`config.mk`:
```
export PLATFORM = sky130hd
export DESIGN_NAME = torus_all_to_all_scheduled_router_top
export DESIGN_NICKNAME = d
export VERILOG_FILES = /design/src/hdl/tatr_pkg.sv /design/src/hdl/tatr_front.sv /design/src/hdl/tatr_back.sv /design/src/hdl/torus_all_to_all_scheduled_router_top.sv
export SDC_FILE = /design/constraint.sdc
export NUM_CORES = 2
export LEC_CHECK = 0
export CORE_ASPECT_RATIO = 1.75
export CORE_MARGIN = 2
export CORE_UTILIZATION = 44
export CTS_CLUSTER_SIZE = 25
export DETAILED_ROUTE_END_ITERATION = 8
export DONT_BUFFER_PORTS = 1
export PLACE_DENSITY = 0.6
export SLEW_MARGIN = 20
export SYNTH_ARGS = -nofsm -noshare
export SYNTH_HDL_FRONTEND = slang
export SYNTH_HIERARCHICAL = 1
export SYNTH_SLANG_ARGS = --single-unit
```
`constraint.sdc`:
```
create_clock -name clk -period 32.2 [get_ports clk]
set_clock_uncertainty 0.1 [all_clocks]
set_input_delay 4.83 -clock clk [delete_from_list [all_inputs] [get_ports clk]]
set_output_delay 4.83 -clock clk [all_outputs]
set_load 0.1 [all_outputs]
```
`src/hdl/tatr_pkg.sv`:
```
// shared constants and the schedule function for the scheduled torus router
// no dependencies
`timescale 1ns / 1ps

package tatr_pkg;

	localparam int GRID_WIDTH_DEF   = 4;
	localparam int PAYLOAD_BITS_DEF = 64;
	localparam int QUEUE_DEPTH_DEF  = 3;

	localparam logic [1:0] PORT_EAST  = 2'd0;
	localparam logic [1:0] PORT_NORTH = 2'd1;
	localparam logic [1:0] PORT_LOCAL = 2'd2;
	localparam logic [1:0] PORT_NONE  = 2'd3;

	localparam logic CMD_TICK   = 1'b0;
	localparam logic CMD_INJECT = 1'b1;

	// schedule offset of a step within the grid (values fit in 5 bits)
	function automatic logic [4:0] node_offset(input logic [4:0] c, input logic [4:0] n);
		logic [4:0] r;
		begin
			if (n[0] && c == n - 5'd2)
				r = n >> 1;
			else if (!c[0] && !n[0])
				r = (n >> 1) + (c >> 1);
			else if (!c[0])
				r = (n >> 1) + (c >> 1) + 5'd1;
			else
				r = (n >> 1) - (c >> 1) - 5'd1;
			return r;
		end
	endfunction

endpackage

```
`src/hdl/tatr_front.sv`:
```
// front: FIFO of incoming request words, staging requests into the work queue
// depends on tatr_pkg
`timescale 1ns / 1ps

module tatr_front #(
	parameter int PAYLOAD_BITS = tatr_pkg::PAYLOAD_BITS_DEF,
	parameter int FQ_DEPTH     = 2
) (
	input  logic                    clk,
	input  logic                    arst_n,
	input  logic                    push,
	output logic                    full,
	input  logic [1+2*(17+PAYLOAD_BITS)+8+PAYLOAD_BITS-1:0] in_word,
	output logic                    q_valid,
	input  logic                    q_take,
	output logic [1+2*(17+PAYLOAD_BITS)+8+PAYLOAD_BITS-1:0] q_word
);
	localparam int W  = 1 + 2*(17+PAYLOAD_BITS) + 8 + PAYLOAD_BITS;
	localparam int AW = $clog2(FQ_DEPTH);

	logic [W-1:0]  mem_q [FQ_DEPTH];
	logic [AW-1:0] wp_q, rp_q;
	logic [AW:0]   cnt_q;

	assign full    = (cnt_q == (AW+1)'(FQ_DEPTH));
	assign q_valid = (cnt_q != '0);
	assign q_word  = mem_q[rp_q];

	always_ff @(posedge clk) begin
		if (push && !full)
			mem_q[wp_q] <= in_word;
	end

	always_ff @(posedge clk or negedge arst_n) begin
		if (!arst_n) begin
			wp_q  <= '0;
			rp_q  <= '0;
			cnt_q <= '0;
		end else begin
			if (push && !full)
				wp_q <= (wp_q == AW'(FQ_DEPTH-1)) ? '0 : wp_q + AW'(1);
			if (q_take && q_valid)
				rp_q <= (rp_q == AW'(FQ_DEPTH-1)) ? '0 : rp_q + AW'(1);
			cnt_q <= cnt_q + (AW+1)'(push && !full) - (AW+1)'(q_take && q_valid);
		end
	end
endmodule

```
`src/hdl/tatr_back.sv`:
```
// back: router state, schedules and result sequencing for one request at a time
// depends on tatr_pkg
`timescale 1ns / 1ps

module tatr_back #(
	parameter int GRID_WIDTH   = tatr_pkg::GRID_WIDTH_DEF,
	parameter int PAYLOAD_BITS = tatr_pkg::PAYLOAD_BITS_DEF,
	parameter int QUEUE_DEPTH  = tatr_pkg::QUEUE_DEPTH_DEF
) (
	input  logic                    clk,
	input  logic                    arst_n,
	input  logic [7:0]              rank,
	input  logic                    q_valid,
	output logic                    q_take,
	input  logic [1+2*(17+PAYLOAD_BITS)+8+PAYLOAD_BITS-1:0] q_word,
	output logic                    empty,
	input  logic                    pop,
	output logic [1:0]              port,
	output logic [7:0]              flit_dest,
	output logic [7:0]              flit_src,
	output logic [PAYLOAD_BITS-1:0] flit_payload,
	output logic                    inject_accepted,
	output logic                    last
);
	localparam int N   = GRID_WIDTH;
	localparam int SW  = $clog2(N);
	localparam int QW  = $clog2(QUEUE_DEPTH+1);
	localparam int QIW = (QUEUE_DEPTH > 1) ? $clog2(QUEUE_DEPTH) : 1;
	localparam int ROUND_LEN = N*N*(N-1)/2;
	localparam int RW  = $clog2(ROUND_LEN+2);
	localparam logic [4:0] N5 = 5'(N);

	typedef logic [PAYLOAD_BITS-1:0] pay_t;
	typedef struct packed {
		logic [1:0] port;
		logic [7:0] d;
		logic [7:0] s;
		pay_t       p;
		logic       acc;
		logic       lst;
	} res_t;

	// request fields
	logic       cmd, wv, sv;
	logic [7:0] wd, ws, sd, ss, id;
	pay_t       wp, sp, ip;
	assign {cmd, wv, wd, ws, wp, sv, sd, ss, sp, id, ip} = q_word;

	// state
	logic [7:0]     iqd_q [QUEUE_DEPTH];
	pay_t           iqp_q [QUEUE_DEPTH];
	logic [QW-1:0]  iqc_q;
	logic           hv_q;
	logic [7:0]     hd_q;
	pay_t           hp_q;
	logic [N-1:0]   cv_q;
	logic [7:0]     cd_q [N];
	logic [7:0]     cs_q [N];
	pay_t           cp_q [N];
	logic [3:0]     hph_q, hst_q, hwt_q, vst_q, vwt_q;
	logic [RW-1:0]  rt_q;

	// result buffer: up to four results per request
	res_t       ob_q [4];
	logic [2:0] ocnt_q, orp_q;

	// phase zero drain state, one move per cycle
	localparam logic [1:0] ST_IDLE = 2'd0, ST_DRAIN = 2'd1;
	logic [1:0]    st_q;
	logic [SW:0]   dcnt_q;

	// slot of a destination relative to this rank
	function automatic logic [SW-1:0] slot_of(input logic [7:0] d, input logic [7:0] r);
		logic [8:0] s;
		begin
			if (d <= r)
				s = 9'((r - d) / N);
			else
				s = 9'(N) - 9'((d - r) / N);
			return SW'(s % N);
		end
	endfunction

	function automatic logic [31:0] shift_rows(input logic [31:0] t, input logic [7:0] r,
			input logic [4:0] rows);
		begin
			if (32'(r / N) >= 32'(rows))
				return t - 32'(rows) * N;
			return t + N*N - 32'(rows) * N;
		end
	endfunction

	logic busy;
	assign busy  = (ocnt_q != '0) || (st_q != ST_IDLE);
	assign empty = (ocnt_q == '0);
	assign {port, flit_dest, flit_src, flit_payload, inject_accepted, last} = ob_q[orp_q[1:0]];

	// refill candidate
	logic          rf;
	assign rf = !hv_q && (iqc_q != '0);

	// drain step condition using the head after refill
	logic          dh_v;
	logic [7:0]    dh_d;
	pay_t          dh_p;
	logic [SW-1:0] dslot;
	logic          dmove;
	always_comb begin
		dh_v = hv_q || rf;
		dh_d = hv_q ? hd_q : iqd_q[0];
		dh_p = hv_q ? hp_q : iqp_q[0];
		dslot = slot_of(dh_d, rank);
		dmove = dh_v && ((dh_d % N) == (rank % N)) && !cv_q[dslot];
	end

	// tick network cycle, computed on the state with refilled head
	logic [4:0]  col, nod, vofs;
	logic [31:0] ht, wt;
	logic [3:0]  hph_e, hst_e, vst_e;
	logic        wrap;
	res_t        r_e, r_n, r_sl, r_wl;
	logic        e_v, n_v, nbusy, sl, wl, cw;
	logic [SW-1:0] cws, vslot;
	logic        vtake, htake;
	logic [3:0]  hph_n, hst_n, hwt_n, vst_n, vwt_n;
	always_comb begin
		wrap  = (rt_q == RW'(ROUND_LEN));
		hph_e = wrap ? 4'd0 : hph_q;
		hst_e = wrap ? 4'd0 : hst_q;
		vst_e = wrap ? 4'd0 : vst_q;
		if (hph_e == 4'd0) hph_e = 4'd1;
		col = 5'd0; nod = 5'd0; ht = '0; vofs = '0;
		e_v = 1'b0; n_v = 1'b0; nbusy = 1'b0; sl = 1'b0; wl = 1'b0; cw = 1'b0;
		cws = '0; vslot = '0; vtake = 1'b0; htake = 1'b0;
		r_e  = '{tatr_pkg::PORT_EAST, 8'd0, 8'd0, '0, 1'b0, 1'b0};
		r_n  = '{tatr_pkg::PORT_NORTH, 8'd0, 8'd0, '0, 1'b0, 1'b0};
		r_sl = '{tatr_pkg::PORT_LOCAL, sd, ss, sp, 1'b0, 1'b0};
		r_wl = '{tatr_pkg::PORT_LOCAL, wd, ws, wp, 1'b0, 1'b0};
		hph_n = hph_e; hst_n = hst_e; hwt_n = hwt_q - 4'd1;
		vst_n = vst_e; vwt_n = vwt_q - 4'd1;
		if (hwt_q == 4'd0) begin
			if (5'(hph_e) == N5 - 5'd1)
				col = N5 - 5'd1;
			else if (N5[0] && 5'(hph_e) == N5 - 5'd2)
				col = N5 >> 1;
			else if (hph_e[0] && !N5[0])
				col = (N5 >> 1) + 5'(hph_e >> 1);
			else if (hph_e[0])
				col = (N5 >> 1) + 5'd1;
			else
				col = (N5 >> 1) - 5'(hph_e >> 1);
			nod = (5'(hst_e) == N5 - 5'd1) ? 5'd0 : tatr_pkg::node_offset(5'(hst_e), N5);
			ht = (32'((32'(rank) + 32'(col)) / N) == 32'(rank / N)) ?
				32'(rank) + 32'(col) : 32'(rank) + 32'(col) - N;
			ht = shift_rows(ht, rank, nod);
			if (dh_v && 32'(dh_d) == ht) begin
				e_v = 1'b1; htake = 1'b1;
				r_e.d = dh_d; r_e.s = rank; r_e.p = dh_p;
			end
			hwt_n = 4'(col - 5'd1);
			if (5'(hst_e) == N5 - 5'd1) begin
				hph_n = hph_e + 4'd1; hst_n = 4'd0;
			end else
				hst_n = hst_e + 4'd1;
		end
		if (vwt_q == 4'd0) begin
			vofs = tatr_pkg::node_offset(5'(vst_e), N5);
			vslot = SW'(vofs);
			if (vofs < N5 && cv_q[vslot]) begin
				n_v = 1'b1; nbusy = 1'b1; vtake = 1'b1;
				r_n.d = cd_q[vslot]; r_n.s = cs_q[vslot]; r_n.p = cp_q[vslot];
			end
			vwt_n = 4'(vofs - 5'd1);
			vst_n = (5'(vst_e) == N5 - 5'd2) ? 4'd0 : vst_e + 4'd1;
		end
		if (sv) begin
			if (sd == rank) sl = 1'b1;
			else begin
				n_v = 1'b1; nbusy = 1'b1; r_n.d = sd; r_n.s = ss; r_n.p = sp;
			end
		end
		if (wv) begin
			wt = (vofs != 5'd0) ? shift_rows(32'(rank), rank, vofs) : 32'(N*N);
			if (wd == rank) wl = 1'b1;
			else if (32'(wd) == wt && !nbusy) begin
				n_v = 1'b1; r_n.d = wd; r_n.s = ws; r_n.p = wp;
			end else if ((wd % N) == (rank % N)) begin
				cw = 1'b1; cws = slot_of(wd, rank);
			end else begin
				e_v = 1'b1; r_e.d = wd; r_e.s = ws; r_e.p = wp;
			end
		end else
			wt = '0;
	end

	logic go;
	logic need_drain;
	assign need_drain = (cmd == tatr_pkg::CMD_TICK) && (wrap || hph_q == 4'd0);
	assign go = q_valid && !busy;
	assign q_take = (st_q == ST_DRAIN) ? 1'b0 : go && !need_drain;

	always_ff @(posedge clk) begin
		res_t       rl [4];
		logic [2:0] k;
		// payload updates
		if (go && cmd == tatr_pkg::CMD_INJECT) begin
			if (rf) begin
				for (int i = 0; i + 1 < QUEUE_DEPTH; i++) begin
					iqd_q[i] <= iqd_q[i+1];
					iqp_q[i] <= iqp_q[i+1];
				end
				hd_q <= iqd_q[0]; hp_q <= iqp_q[0];
				if (iqc_q - QW'(1) < QW'(QUEUE_DEPTH)) begin
					iqd_q[QIW'(iqc_q - QW'(1))] <= id;
					iqp_q[QIW'(iqc_q - QW'(1))] <= ip;
				end
			end else if (iqc_q < QW'(QUEUE_DEPTH)) begin
				iqd_q[QIW'(iqc_q)] <= id;
				iqp_q[QIW'(iqc_q)] <= ip;
			end
			ob_q[0] <= '{tatr_pkg::PORT_NONE, id, rank, ip,
				rf || (iqc_q < QW'(QUEUE_DEPTH)), 1'b1};
		end else if (st_q == ST_DRAIN || (go && need_drain)) begin
			if (rf) begin
				for (int i = 0; i + 1 < QUEUE_DEPTH; i++) begin
					iqd_q[i] <= iqd_q[i+1];
					iqp_q[i] <= iqp_q[i+1];
				end
				hd_q <= iqd_q[0]; hp_q <= iqp_q[0];
			end
			if (st_q == ST_DRAIN && dmove) begin
				cd_q[dslot] <= dh_d; cs_q[dslot] <= rank; cp_q[dslot] <= dh_p;
			end
		end else if (go) begin
			if (rf) begin
				for (int i = 0; i + 1 < QUEUE_DEPTH; i++) begin
					iqd_q[i] <= iqd_q[i+1];
					iqp_q[i] <= iqp_q[i+1];
				end
				hd_q <= iqd_q[0]; hp_q <= iqp_q[0];
			end
			if (cw) begin
				cd_q[cws] <= wd; cs_q[cws] <= ws; cp_q[cws] <= wp;
			end
			for (int i = 0; i < 4; i++) rl[i] = r_e;
			k = 3'd0;
			if (e_v) begin rl[k[1:0]] = r_e; k = k + 3'd1; end
			if (n_v) begin rl[k[1:0]] = r_n; k = k + 3'd1; end
			if (sl) begin rl[k[1:0]] = r_sl; k = k + 3'd1; end
			if (wl) begin rl[k[1:0]] = r_wl; k = k + 3'd1; end
			if (k == 3'd0) begin
				rl[0] = '{tatr_pkg::PORT_NONE, 8'd0, 8'd0, '0, 1'b0, 1'b0}; k = 3'd1;
			end
			rl[2'(k - 3'd1)].lst = 1'b1;
			for (int i = 0; i < 4; i++) ob_q[i] <= rl[i];
		end
	end

	logic [2:0] nres;
	always_comb begin
		nres = 3'(e_v) + 3'(n_v) + 3'(sl) + 3'(wl);
		if (nres == 3'd0) nres = 3'd1;
	end

	always_ff @(posedge clk or negedge arst_n) begin
		if (!arst_n) begin
			iqc_q <= '0; hv_q <= 1'b0; cv_q <= '0;
			hph_q <= '0; hst_q <= '0; hwt_q <= '0; vst_q <= '0; vwt_q <= '0;
			rt_q <= '0; ocnt_q <= '0; orp_q <= '0; st_q <= ST_IDLE; dcnt_q <= '0;
		end else begin
			if (pop && !empty) begin
				ocnt_q <= ocnt_q - 3'd1;
				orp_q  <= orp_q + 3'd1;
			end
			unique case (st_q)
				ST_IDLE: begin
					if (go && cmd == tatr_pkg::CMD_INJECT) begin
						if (rf) hv_q <= 1'b1;
						else if (iqc_q < QW'(QUEUE_DEPTH)) iqc_q <= iqc_q + QW'(1);
						ocnt_q <= 3'd1; orp_q <= '0;
					end else if (go && need_drain) begin
						if (rf) begin hv_q <= 1'b1; iqc_q <= iqc_q - QW'(1); end
						if (wrap) begin
							rt_q <= '0; hst_q <= '0; vst_q <= '0;
						end
						hph_q <= 4'd0;
						dcnt_q <= '0;
						st_q <= ST_DRAIN;
					end else if (go) begin
						if (rf) iqc_q <= iqc_q - QW'(1);
						hv_q <= dh_v && !htake;
						hph_q <= hph_n; hst_q <= hst_n; hwt_q <= hwt_n;
						vst_q <= vst_n; vwt_q <= vwt_n;
						rt_q <= rt_q + RW'(1);
						if (vtake) cv_q[vslot] <= 1'b0;
						if (cw) cv_q[cws] <= 1'b1;
						ocnt_q <= nres; orp_q <= '0;
					end
				end
				ST_DRAIN: begin
					// head already refilled here; one move per cycle
					if (rf) begin hv_q <= 1'b1; iqc_q <= iqc_q - QW'(1); end
					if (dcnt_q < (SW+1)'(N-1) && dmove) begin
						cv_q[dslot] <= 1'b1;
						hv_q <= 1'b0;
						if (rf) iqc_q <= iqc_q - QW'(1);
						dcnt_q <= dcnt_q + (SW+1)'(1);
					end else begin
						hph_q <= 4'd1;
						st_q  <= ST_IDLE;
					end
				end
				default: st_q <= ST_IDLE;
			endcase
		end
	end
endmodule

```
`src/hdl/torus_all_to_all_scheduled_router_top.sv`:
```
// one request in flight: injects are answered directly, ticks at phase zero first run a
// corner drain; results leave through a 4-entry buffer
// next request enters once all results of the current one are popped
// reset is asynchronous active low: queues empty, head and corner slots invalid,
// schedule counters and node_rank zero
`timescale 1ns / 1ps

module torus_all_to_all_scheduled_router_top #(
	parameter int GRID_WIDTH   = tatr_pkg::GRID_WIDTH_DEF,
	parameter int PAYLOAD_BITS = tatr_pkg::PAYLOAD_BITS_DEF,
	parameter int QUEUE_DEPTH  = tatr_pkg::QUEUE_DEPTH_DEF
) (
	input  logic                    clk,
	input  logic                    arst_n,
	input  logic                    cfg_valid,
	output logic                    cfg_ready,
	input  logic [7:0]              cfg_data,
	input  logic                    push,
	output logic                    full,
	input  logic                    command,
	input  logic                    west_valid,
	input  logic [7:0]              west_dest,
	input  logic [7:0]              west_src,
	input  logic [PAYLOAD_BITS-1:0] west_payload,
	input  logic                    south_valid,
	input  logic [7:0]              south_dest,
	input  logic [7:0]              south_src,
	input  logic [PAYLOAD_BITS-1:0] south_payload,
	input  logic [7:0]              inject_dest,
	input  logic [PAYLOAD_BITS-1:0] inject_payload,
	output logic                    empty,
	input  logic                    pop,
	output logic [1:0]              port,
	output logic [7:0]              flit_dest,
	output logic [7:0]              flit_src,
	output logic [PAYLOAD_BITS-1:0] flit_payload,
	output logic                    inject_accepted,
	output logic                    last
);
	localparam int W = 1 + 2*(17+PAYLOAD_BITS) + 8 + PAYLOAD_BITS;

	logic [7:0]   rank_q;
	logic [W-1:0] in_word, q_word;
	logic         q_valid, q_take;

	assign cfg_ready = 1'b1;
	always_ff @(posedge clk or negedge arst_n) begin
		if (!arst_n)
			rank_q <= '0;
		else if (cfg_valid)
			rank_q <= cfg_data;
	end

	assign in_word = {command, west_valid, west_dest, west_src, west_payload,
		south_valid, south_dest, south_src, south_payload, inject_dest, inject_payload};

	tatr_front #(.PAYLOAD_BITS(PAYLOAD_BITS), .FQ_DEPTH(2)) u_front (
		.clk(clk), .arst_n(arst_n), .push(push), .full(full), .in_word(in_word),
		.q_valid(q_valid), .q_take(q_take), .q_word(q_word)
	);

	tatr_back #(.GRID_WIDTH(GRID_WIDTH), .PAYLOAD_BITS(PAYLOAD_BITS),
		.QUEUE_DEPTH(QUEUE_DEPTH)) u_back (
		.clk(clk), .arst_n(arst_n), .rank(rank_q), .q_valid(q_valid), .q_take(q_take),
		.q_word(q_word), .empty(empty), .pop(pop), .port(port), .flit_dest(flit_dest),
		.flit_src(flit_src), .flit_payload(flit_payload),
		.inject_accepted(inject_accepted), .last(last)
	);
endmodule
```
After elaboration in Yosys (flattened, before gate mapping)

Memories as Yosys holds them, arrays and structs flattened.
Cells that the tools add are included.

Bits in registers: 127
Memory bits (writable): 1,342
Word-level logic and storage cells: 470
Memories: 7

Memories:

| name            | words | bits a word | rd ports | clocked after memory_dff | wr ports | RTL line         | RTL |
|---|---|---|---|---|---|---|---|
| u_front.mem_q   | 2     | 235         | 1        | 0                        | 1        | tatr_front.sv:21 | `logic [W-1:0] mem_q [FQ_DEPTH];` |
| u_back.ob_q     | 4     | 84          | 1        | 0                        | 4        | tatr_back.sv:64  | `res_t ob_q [4];` |
| u_back.cp_q     | 4     | 64          | 1        | 0                        | 1        | tatr_back.sv:59  | `pay_t cp_q [N];` |
| u_back.iqp_q    | 3     | 64          | 3        | 0                        | 3        | tatr_back.sv:51  | `pay_t iqp_q [QUEUE_DEPTH];` |
| u_back.cd_q     | 4     | 8           | 1        | 0                        | 1        | tatr_back.sv:57  | `logic [7:0] cd_q [N];` |
| u_back.cs_q     | 4     | 8           | 1        | 0                        | 1        | tatr_back.sv:58  | `logic [7:0] cs_q [N];` |
| 1 more memories | n/a   | n/a         | n/a      | n/a                      | n/a      | n/a              |  |

$add $sub $neg: 46
Magnitude comparators: 23
Equality and inequality tests: 24
Mux-type cells: 264
Bitwise gates (word level): 20
Reduce and logical (&&, ||, !) cells: 67

Operators with widths:

| kind                  | count |
|---|---|
| $mux 336              | 12 |
| $bwmux 336            | 4 |
| $mux 80               | 13 |
| $mux 84               | 11 |
| $mux 64               | 11 |
| $demux 84 s2          | 4 |
| $mux 32               | 8 |
| $reduce_or 64->1      | 2 |
| $mux 4                | 30 |
| $mux 8                | 12 |
| $sub 32x7->32         | 3 |
| $mux 3                | 29 |
| $mux 1                | 80 |
| $eq 8x32->1           | 2 |
| $mux 5                | 12 |
| $mux 2                | 27 |
| $add 32x5->32 const B | 1 |
| $sub 32x3->32 const B | 1 |
| $logic_and 1x1->1     | 24 |
| $reduce_or 8->1       | 3 |
| $reduce_and 4->1      | 5 |
| $eq 8x8->1            | 2 |
| $le 8x8->1            | 2 |
| $logic_not 4->1       | 4 |
| other kinds (61)      | 142 |

Depth between registers and ports, before layout

Word-level depth: 55
Gate-level depth with buffers: 50
Mapped depth without buffers: 47

Modules after synthesis

Netlist, hierarchy kept.

By module, submodules not included:

| module                                | times used | cells an instance | area each (um2) | seq. area each (um2) |
|---|---|---|---|---|
| tatr_back                             | 1          | 4,692             | 53,719.0        | 29,223.0 |
| tatr_front                            | 1          | 749               | 17,299.1        | 14,213.6 |
| torus_all_to_all_scheduled_router_top | 1          | 19                | 342.8           | 200.2 |

Least setup slack after synthesis

No wires, ideal clock.

Kind: input to register
From: input port push
To: memory u_front/mem_q[0][0] in the netlist's numbering (enable)
Library setup time: 0.835 ns
Data arrival time: 14.661 ns
Data required time: 31.265 ns
Setup slack: 16.605 ns
Stages: 2
Buffers on the path: 0
Cells stage by stage: nand2_1 nor2_1

Cells in the longest elaborated chain, start to end: 3

Ends and longest elaborated chain:

| what                         | RTL line                                    | RTL |
|---|---|---|
| start: declaration           | torus_all_to_all_scheduled_router_top.sv:18 | `input logic push,` |
| $logic_and 1x1->1            | tatr_front.sv:30                            | `if (push && !full)` |
| $mux 1                       | tatr_front.sv:30                            |  |
| $mux 1 (implied by the code) | tatr_front.sv:31                            | `mem_q[wp_q] <= in_word;` |
| end: declaration             | tatr_front.sv:21                            |  |

No other way between the ends.

==> impl_metrics.tcl <==
set metrics [dict create \
    syn_to_final_growth_pct 9.19 \
    nFillCells 13900 \
    highest_layer "met5" \
    final_common_cell "edfxtp_1" \
    wire_per_inst_um 31.4 \
    dpl.hpwl_mm 145 \
    dr.pass1.iters 9 \
    hp-start "u_back/iqp_q[0][14]$_DFFE_PP_" \
    yosysSeqAreaShare_pct 61.1 \
    whs_ns 0.307 \
    seqPwrFrac_pct 33.9 \
    min_period_ns 12.08 \
    clk_latency_ns 0.81 \
    crit_path_end_kind "flop" \
    fmax_mhz 82.8 \
    die_h_um 537 \
    grt_start_max_net_pins 114 \
    setup_viol 0 \
    timing.rr.start "u_back/rt_q[0]$_DFFE_PN0P_" \
    synthXorXnorAreaFrac_pct 1.09 \
    power.internal_mw 4.47 \
    cts_num_sinks 1462 \
    tightest_slew_ns 1.20 \
    htree_levels 4 \
    critical_path.max_stage_delay_ns 0.66 \
    muxShareOfSynthArea_pct 13.0 \
    cts_buffer_depth 4 \
    worst_ep_required_time_ns 32.73 \
    timing_hold_violations_final 0 \
    core-area_um2 161000 \
    crit_type "flop to flop" \
    worstSetupStartpoint "u_back/rt_q[0]$_DFFE_PN0P_" \
    ctsResizeCount 0 \
    crit_arrival_ns 12.61 \
    grt_usage_pct 28.2 \
    rows 195 \
    crit_path_start_kind "flop" \
    status "finished with violations" \
    fin_tns_setup_ns 0 \
    synth_enable_flop_cells 1409 \
    drc_errors 1 \
    dieArea_um2 166000 \
    netSwitchingFraction_pct 42.8 \
    wl_met3_mm 24.7 \
    fin_nets 5654 \
    grt_pass1_wl_mm 338 \
    p_leak_nw 26.9 \
    syn_inst 5460 \
    ant_nets 0 \
    synth_compound_area_share_pct 11.9 \
    crit_fanout 41 \
    rsz0062_at_grt "no" \
    synth_ff_type "edfxtp_1" \
    antenna_found_initial 6 \
    synth_fa_ha_area_share_pct 2.33 \
    synth_area_um2 71400 \
    relSlewSlack_pct 19.7 \
    ys_warn_count 6 \
    cts_tree "done" \
    wl_met2_mm 117 \
    drive_gt1_share_pct 17.4 \
    clkPwrFrac_pct 21.8 \
    place_congestion 0.902 \
    ir_worst_vdd_mv 0.109 \
    switching_power_mw 3.35 \
    via_per_inst 6.41 \
    violations "design-rule violations" \
    synth_seq_cells 1462 \
    rrSetupSlack_ns 20.12 \
    hold_buffers 0 \
    critPathMostFrequentCell "ha_1" \
    met1Wirelength_mm 80.0 \
    hold_class "flop to flop" \
    grt_pass1_vias 48600 \
    yosys.area_share.simple_pct 7.18 \
    power.density_nw_per_um2 100 \
    syn_nets 5835 \
    clkTransAtPathRegs_ns 0.06 \
    die_x_um 308 \
    crit_path_top_delay_cell "nor3_1" \
    drtIter0Drc 5501 \
    overflow 0 \
    regArea_um2 43700 \
    cts_root_buffer "clkbuf_16" \
    synth.avg_cell_area_um2 13.1 \
    p_comb_share_pct 44.3 \
    maxCapViolations 0 \
    finalWirelength_mm 237 \
    synth_top_family_by_area "multiplexers" \
    most-common-layout-cells "1409 x edfxtp_1, 577 x nand2_1, 346 x mux2_2, 296 x nor2_1, 288 x o21ai_0" \
    async_flop_share_pct 3.63 \
    multi_input_area_um2 25700 \
    cts_setup_buffers 0 \
    cpLargestDelayFamily "simple AND/OR/NAND/NOR gates" \
    crit_buf_inv 4 \
    numCtsBuffers 150 \
    slew_viol_final 0 \
    dr_total_vias 48300 \
    synth_cell_types 98 \
    fin_crit_sh_pct 37.5 \
    io-pin-count 335 \
    initial_core_util_pct 44.2 \
    portBuffers 0 \
]
-- path summary, 6_finish.rpt --
check	to	cells after the start
max	u_back/ob_q[0][72]$_DFFE_PP_	38
min in group asynchronous	u_back/hst_q[0]$_DFFE_PN0P_	0
min	u_back/hp_q[14]$_DFFE_PP_	0
min reg2reg	u_back/hp_q[14]$_DFFE_PP_	0
max reg2reg	u_back/ob_q[0][72]$_DFFE_PP_	38
max in group asynchronous	u_back/orp_q[0]$_DFF_PN0_	0
-- Yosys cell counts, types with 8 or more instances --
master	n	share of area, %
edfxtp_1	1409	59
nand2_1	592	3.1
mux2_2	346	5.5
nor2_1	300	1.6
o21ai_0	288	2.0
clkbuf_1	265	1.4
o21ai_1	262	1.8
a21oi_1	242	1.7
mux4_2	163	5.1
a211oi_1	130	1.4
ha_1	117	2.1
inv_1	110	0.58
o22ai_1	110	0.96
a21o_1	101	1.1
mux2i_1	94	1.3
nor3_1	91	0.64
o211ai_1	77	0.81
or3_1	65	0.57
buf_2	63	0.44
xnor2_1	54	0.66
dfrtp_1	53	1.9
mux2_4	48	1.0
buf_1	38	0.20
clkbuf_2	38	0.27
nand3_1	32	0.22
xor2_1	32	0.39
nand2b_1	22	0.19
o21a_1	21	0.22
a22oi_1	19	0.20
buf_4	17	0.18
a31oi_1	15	0.13
buf_6	13	0.21
nand4_1	12	0.11
a21boi_1	11	0.12
a222oi_1	11	0.15
and2_1	11	0.096
nor2b_1	11	0.096
fa_1	10	0.28
a2bb2oi_1	9	0.11
nor4_1	9	0.079
and3_1	8	0.070
o311ai_0	8	0.098
-- metal layers --
layer,vias up,track usage [%]
met5,-,0
met4,2,16.0
met3,776,6.66
met2,3087,48.7
met1,24100,31.9
li1,20400,-
-- kinds of logic (layout without fill, tap and decap cells) --
logic type / count (synthesis) / after routing
AO/OA/AOI/OAI: 1390 / 1390
XOR/XNOR: 87 / 87
adder cells (fa/ha/maj): 127 / 127
buffers and inverters: 552 / 472
flip-flops: 1462 / 1462
multiplexers: 655 / 655
other: 1 / 2
AND/OR/NAND/NOR: 1186 / 1186
-- area by class of cell --
class | count | share of cell area [%]
well taps | 2167 | 3.48
diodes | 1 | 0.00321
clock buffers | 182 | 5.00
flip-flops and latches | 1462 | 56.0
clock inverters | 71 | 0.914
repair buffers | 101 | 1.05
inverters | 118 | 0.584
multi-input cells | 3446 | 32.9
-- state kept, by name, summed over array words and instances (netlist names), 4 cells and up --
signal and count:
u_back/iqp_q 192, u_back/vwt_q 4, u_back/cp_q 256, u_back/hd_q 8
u_back/cs_q 32, u_back/iqd_q 24, u_back/cv_q 4, u_back/hst_q 4
u_front/mem_q 470, u_back/hwt_q 4, u_back/vst_q 4, u_back/hp_q 64
u_back/cd_q 32, u_back/rt_q 5, u_back/ob_q 331, rank_q 8
u_back/hph_q 4
-- worst register-to-register path, delay by kind of cell, from the launching register on --
kind | cells | cell delay, ns
adders and majority gates | 6 | 2.51
xor gates and xnor gates | 2 | 0.36
DFF | 1 | 0.40
AOI/OAI and AO/OA | 14 | 3.28
buffers and inverters | 4 | 0.69
and+or+nand+nor | 12 | 4.59
-- power groups by stage --
stage          logic, mW  registers [mW]  clock network, mW
4_1_cts             3.43            2.65               1.73
5_1_grt             3.63            2.68               1.80
2_1_floorplan       2.50            2.70                  0
6_report            3.46            2.65               1.70
3_3_place_gp        3.39            2.68                  0
3_5_place_dp        3.41            2.69                  0
-- stage by stage --
step	utilization (%)	area (um^2)	cells	total power [mW]	setup WS, ns
floorplan	-	71400	5460	5.20	16.60
global placement	45.4	73300	7293	6.07	20.41
detailed placement	45.4	73300	7293	6.11	20.27
CTS	48.3	77900	7546	7.81	20.26
global route	48.3	77900	7548	8.11	19.44
finish	48.3	77900	7548	7.81	20.12
Power figures use the tool's default switching activity.
